[config.mk]
export PLATFORM = sky130hd
export DESIGN_NAME = gtq_ctrl
export DESIGN_NICKNAME = d
export VERILOG_FILES = /design/src/rtl/gtq_pkg.sv /design/src/rtl/gtq_ctrl.sv
export SDC_FILE = /design/constraint.sdc
export NUM_CORES = 1
export LEC_CHECK = 0
export BUFFER_PORTS_ARGS = -buffer_cell sky130_fd_sc_hd__clkbuf_2
export CELL_PAD_IN_SITES_DETAIL_PLACEMENT = 2
export CELL_PAD_IN_SITES_GLOBAL_PLACEMENT = 2
export CORE_UTILIZATION = 25
export DETAILED_ROUTE_END_ITERATION = 10
export PLACE_DENSITY_LB_ADDON = 0.1
export RECOVER_POWER = 100
export SLEW_MARGIN = 20
export SYNTH_ARGS = -nofsm -noshare
export SYNTH_HDL_FRONTEND = slang
export SYNTH_SLANG_ARGS = --single-unit
[constraint.sdc]
create_clock -name clk -period 3.05 [get_ports clk]
set_input_delay 0.1525 -clock clk [delete_from_list [all_inputs] [get_ports clk]]
set_output_delay 0.1525 -clock clk [all_outputs]
set_load 0.01 [all_outputs]
[src/rtl/gtq_pkg.sv]
package gtq_pkg;

	localparam int OP_W       = 2;
	localparam int ELEM_W     = 10;
	localparam int TEAM_W     = 10;
	localparam int VAL_W      = 10;
	localparam int STAT_W     = 2;
	localparam int EPOCH_BITS = 8;

	localparam logic [OP_W-1:0] OP_MAP = 2'd0;
	localparam logic [OP_W-1:0] OP_ENQ = 2'd1;
	localparam logic [OP_W-1:0] OP_DEQ = 2'd2;
	localparam logic [OP_W-1:0] OP_CLR = 2'd3;

	localparam logic [STAT_W-1:0] ST_OK    = 2'd0;
	localparam logic [STAT_W-1:0] ST_EMPTY = 2'd1;
	localparam logic [STAT_W-1:0] ST_FULL  = 2'd2;

	typedef struct packed {
		logic accept;
		logic enq_alloc;
		logic enq_link;
		logic enq_split_a;
		logic enq_split_b;
		logic deq_pop;
		logic deq_fix;
		logic sweep;
		logic load_out;
	} cmd_t;

	typedef struct packed {
		logic empty;
		logic full;
		logic team_hit;
		logic sweep_last;
		logic epoch_max;
	} sts_t;

endpackage

[src/rtl/gtq_ctrl.sv]
module gtq_ctrl (
	input  logic                        clk,
	input  logic                        arst_n,
	input  logic                        req_valid,
	input  logic [gtq_pkg::OP_W-1:0]    opcode,
	output logic                        req_ready,
	output logic                        rsp_valid,
	input  logic                        rsp_ready,
	input  gtq_pkg::sts_t               sts,
	output gtq_pkg::cmd_t               cmd
);
	import gtq_pkg::*;

	typedef enum logic [3:0] {
		S_SWEEP,
		S_IDLE,
		S_E1,
		S_E2,
		S_E3,
		S_E4,
		S_D1,
		S_D2,
		S_DONE
	} state_t;

	state_t state_q;
	logic   rsp_valid_q;
	logic   after_clear_q;
	logic   accept;
	logic   out_free;

	assign req_ready = (state_q == S_IDLE);
	assign accept    = req_valid && req_ready;
	assign out_free  = !rsp_valid_q || rsp_ready;
	assign rsp_valid = rsp_valid_q;

	always_comb begin
		cmd             = '0;
		cmd.accept      = accept;
		cmd.enq_alloc   = (state_q == S_E1);
		cmd.enq_link    = (state_q == S_E2);
		cmd.enq_split_a = (state_q == S_E3);
		cmd.enq_split_b = (state_q == S_E4);
		cmd.deq_pop     = (state_q == S_D1);
		cmd.deq_fix     = (state_q == S_D2);
		cmd.sweep       = (state_q == S_SWEEP);
		cmd.load_out    = (state_q == S_DONE) && out_free;
	end

	always_ff @(posedge clk or negedge arst_n) begin
		if (!arst_n) begin
			state_q       <= S_SWEEP;
			rsp_valid_q   <= 1'b0;
			after_clear_q <= 1'b0;
		end else begin
			if (cmd.load_out) begin
				rsp_valid_q <= 1'b1;
			end else if (rsp_ready) begin
				rsp_valid_q <= 1'b0;
			end
			unique case (state_q)
				S_SWEEP: begin
					if (sts.sweep_last) begin
						state_q       <= after_clear_q ? S_DONE : S_IDLE;
						after_clear_q <= 1'b0;
					end
				end
				S_IDLE: begin
					if (accept) begin
						unique case (opcode)
							OP_MAP: state_q <= S_DONE;
							OP_ENQ: state_q <= sts.full ? S_DONE : S_E1;
							OP_DEQ: state_q <= sts.empty ? S_DONE : S_D1;
							OP_CLR: begin
								// epoch wraps: stale team pointers must be wiped
								if (sts.epoch_max) begin
									state_q       <= S_SWEEP;
									after_clear_q <= 1'b1;
								end else begin
									state_q <= S_DONE;
								end
							end
							default: state_q <= S_DONE;
						endcase
					end
				end
				S_E1: state_q <= S_E2;
				S_E2: state_q <= sts.team_hit ? S_E3 : S_DONE;
				S_E3: state_q <= S_E4;
				S_E4: state_q <= S_DONE;
				S_D1: state_q <= S_D2;
				S_D2: state_q <= S_DONE;
				S_DONE: begin
					if (out_free) begin
						state_q <= S_IDLE;
					end
				end
				default: state_q <= S_IDLE;
			endcase
		end
	end

endmodule

==> flow_metrics.env <==
export IMPL_status="complete, no violations"
export IMPL_grtUsageTotal=0.1376
export IMPL_skew_ns=0.002701
export IMPL_dp_cells=96
export IMPL_setup_tns_ns=0
export IMPL_highest_layer="met4"
export IMPL_hold_slack_ns=0.2020
export IMPL_drt_first_pass_iters=3
export IMPL_setup_ws_ns=1.022
export IMPL_h_tree_depth=1
export IMPL_critPathCaptureType="primary output"
export IMPL_drtIter0Drc=1
export IMPL_antenna_cells=0
export IMPL_powerDensity_nw_per_um2=818.2
export IMPL_antenna_found_initial=0
export IMPL_m1WireLength_um=598
export IMPL_crit_path_max_fanout=10
export IMPL_rows=15
export IMPL_fp_dieW_um=45.09
export IMPL_syn_area_per_cell_um2=8.440
export IMPL_maxSlewHeadroom=0.4393
export IMPL_hp_class="in -> reg"
export IMPL_die_h_um=45.09
export IMPL_yosysSeqAreaShare=0.3235
export IMPL_post_place_ws_ns=1.515
export IMPL_wirelength_mm=1.234
export IMPL_met2_wirelength_um=580
export IMPL_cts_root_buf="clkbuf_4"
export IMPL_reg2regPathDepth=4
export IMPL_power_frac_clock=0.163
export IMPL_synth_seq_cells=6
export IMPL_yosysWarningCount=0
export IMPL_drive_gt1_frac=0.2133
export IMPL_comb_power_share=0.489
export IMPL_fin_crit_ns=2.028
export IMPL_gr_total_overflow=0
export IMPL_required_ns=2.90
export IMPL_leakagePower_nw=0.2433
export IMPL_cts_setup_buffers=0
export IMPL_via_per_inst=4.730
export IMPL_wire_per_inst_um=12.34
export IMPL_dpl_cell_area_um2=566.8
export IMPL_register_area_um2=150.1
export IMPL_cap_violations=0
export IMPL_drc=0
export IMPL_wl_met3_um=39
export IMPL_grt_max_degree=12
export IMPL_layout_nets=88
export IMPL_n_fill_cell=220
export IMPL_grt_pass1_vias=460
export IMPL_gp_congestion=0.7276
export IMPL_fin_cells=100
export IMPL_clk_pin_slew_ns=0.05
export IMPL_startpoint_type="flip-flop"
export IMPL_synth_area_um2=464.2
export IMPL_worst_r2r_endpoint="state_q[3]$_DFFE_PN0P_"
export IMPL_io_buffers=21
export IMPL_cts_tree="built"
export IMPL_syn_instance_count=55
export IMPL_reg2reg_from="state_q[1]$_DFFE_PN0P_"
export IMPL_drv_slew=0
export IMPL_intPower_w=0.0002586
export IMPL_cts_sinks=6
export IMPL_startpoint="state_q[1]$_DFFE_PN0P_"
export IMPL_grt_pass1_wl_mm=2.035
export IMPL_r2r_slack_ns=1.26
export IMPL_grt_setup_unrepaired="no"
export IMPL_endpoint="cmd[8]"
export IMPL_switching_share=0.4436
export IMPL_clock_latency_ns=0.25
export IMPL_hpwlAfterDp_um=997.6
export IMPL_multi_input_area_um2=254.0
export IMPL_die_area_um2=2033
export IMPL_num_vias=473
export IMPL_start_util=0.2688
export IMPL_seqPwrFrac=0.348
export IMPL_synth_nets=66
export IMPL_ant_nets=0
export IMPL_core_um2=1727
export IMPL_cts_inserted_buffers=3
export IMPL_timing_fmax_mhz=493.1
export IMPL_final_cell_area_um2=568.0
export IMPL_final_hold_violation_count=0
export IMPL_synth_cell_type_count=26
export IMPL_worstMarginPinSlew_ns=0.8294
export IMPL_finalSetupViolations=0
export IMPL_ios=22
export IMPL_switchingPower_w=0.0002062
export IMPL_clk_path_buf_depth=2
export IMPL_path_class="reg -> out"
export IMPL_vdd_drop_max_mv=0.2960
export IMPL_syn2layout_area_growth_pct=22.37
export IMPL_min_period_over_period=0.6649
export IMPL_critPathArrivalTime_ns=1.88
## cells in the final DEF (no fill, tap or decap), types with 2 or more instances in the layout
master	synthesis	final
clkbuf_2	0	11
clkbuf_1	0	10
nor2_1	6	6
dfrtp_1	6	6
nor3_1	4	4
nand2b_1	3	3
nand2_1	3	3
nor2b_1	3	3
o21ai_0	3	3
a21oi_1	3	3
clkbuf_4	0	3
nor3b_1	2	2
inv_1	2	2
and2_1	3	2
## registers in the layout, summed over array words and instances (netlist names)
name,cells
after_clear_q,1
rsp_valid,1
state_q,4
## per-layer routing
layer | up-vias | global-route usage
li1 | 233 | -
met1 | 225 | 0.1906
met2 | 13 | 0.2203
met3 | 2 | 0.01200
met4 | 0 | 0.05455
met5 | - | 0
## worst min-delay path by stage
stage	slack (ns)	cells past startpoint	to	start
6_report	0.20	2	after_clear_q$_DFFE_PN0P_	opcode[1]
5_1_grt	0.22	2	after_clear_q$_DFFE_PN0P_	opcode[1]
4_1_cts	0.20	2	after_clear_q$_DFFE_PN0P_	opcode[1]
3_5_place_dp	-0.003	1	rsp_valid$_DFFE_PN0P_	arst_n
3_3_place_gp	-0.008	1	rsp_valid$_DFFE_PN0P_	arst_n
2_1_floorplan	-0.14	0	after_clear_q$_DFFE_PN0P_	arst_n
## cells in the mapped netlist (all sizes together)
library cell  instances  area (µm²)
a211o                 1       10.01
a211oi                1       7.510
a21oi                 3       15.01
a221oi                1       8.760
a32o                  1       10.01
and2                  3       18.77
buf                   5       33.78
dfrtp                 6       150.1
inv                   2       7.510
nand2                 3       11.26
nand2b                3       18.77
nand3                 1       5.000
nand4b                1       8.760
nor2                  7       28.78
nor2b                 3       18.77
nor3                  4       20.02
nor3b                 2       15.01
nor4b                 1       23.77
o21a                  1       7.510
o21ai                 3       15.01
o221a                 1       11.26
or2b                  1       7.510
or4                   1       11.26
## logic make-up (layout without fill, tap and decap cells)
group,count (synthesis),after routing,share of synthesized area
AND/OR/NAND/NOR,30,30,0.4043
AO/OA/AOI/OAI,12,12,0.1833
buffers and inverters,7,27,0.08895
flip-flops,6,6,0.3234
## area by class of cell
type / instances / area share
multi-input cells: 42 / 0.4471
flip-flops and latches: 6 / 0.2643
repair buffers: 22 / 0.1806
well taps: 25 / 0.05507
clock buffers: 3 / 0.03965
inverters: 2 / 0.01322
## power groups by stage
stage | clock, W | sequential, W | combinational (W)
3_3_place_gp | 0 | 0.000170 | 0.000256
3_5_place_dp | 0 | 0.000170 | 0.000255
4_1_cts | 0.0000772 | 0.000170 | 0.000258
5_1_grt | 0.0000802 | 0.000169 | 0.000252
6_report | 0.0000756 | 0.000162 | 0.000227
2_1_floorplan | 0 | 0.000124 | 0.000236
## metrics by stage
stage,total power [W],utilization
2_1_floorplan,0.0003602,-
3_3_place_gp,0.0004255,0.3283
3_5_place_dp,0.0004248,0.3283
4_1_cts,0.0005045,0.3471
5_1_grt,0.0005017,0.3290
6_report,0.0004648,0.3290
## worst max-delay path: stages (launching register included)
cell	delay [ns]
dfrtp_1	0.47
nor4b_1	0.78
and2_0	0.24
clkbuf_2	0.14
## repair_timing
item | CTS | global route
endpoints found under the setup margin | 0 | 0
hold buffers | 1 | 0
resized for setup | 0 | 0
endpoints found under the hold margin | 6 | 0
Power figures use the tool's default switching activity.
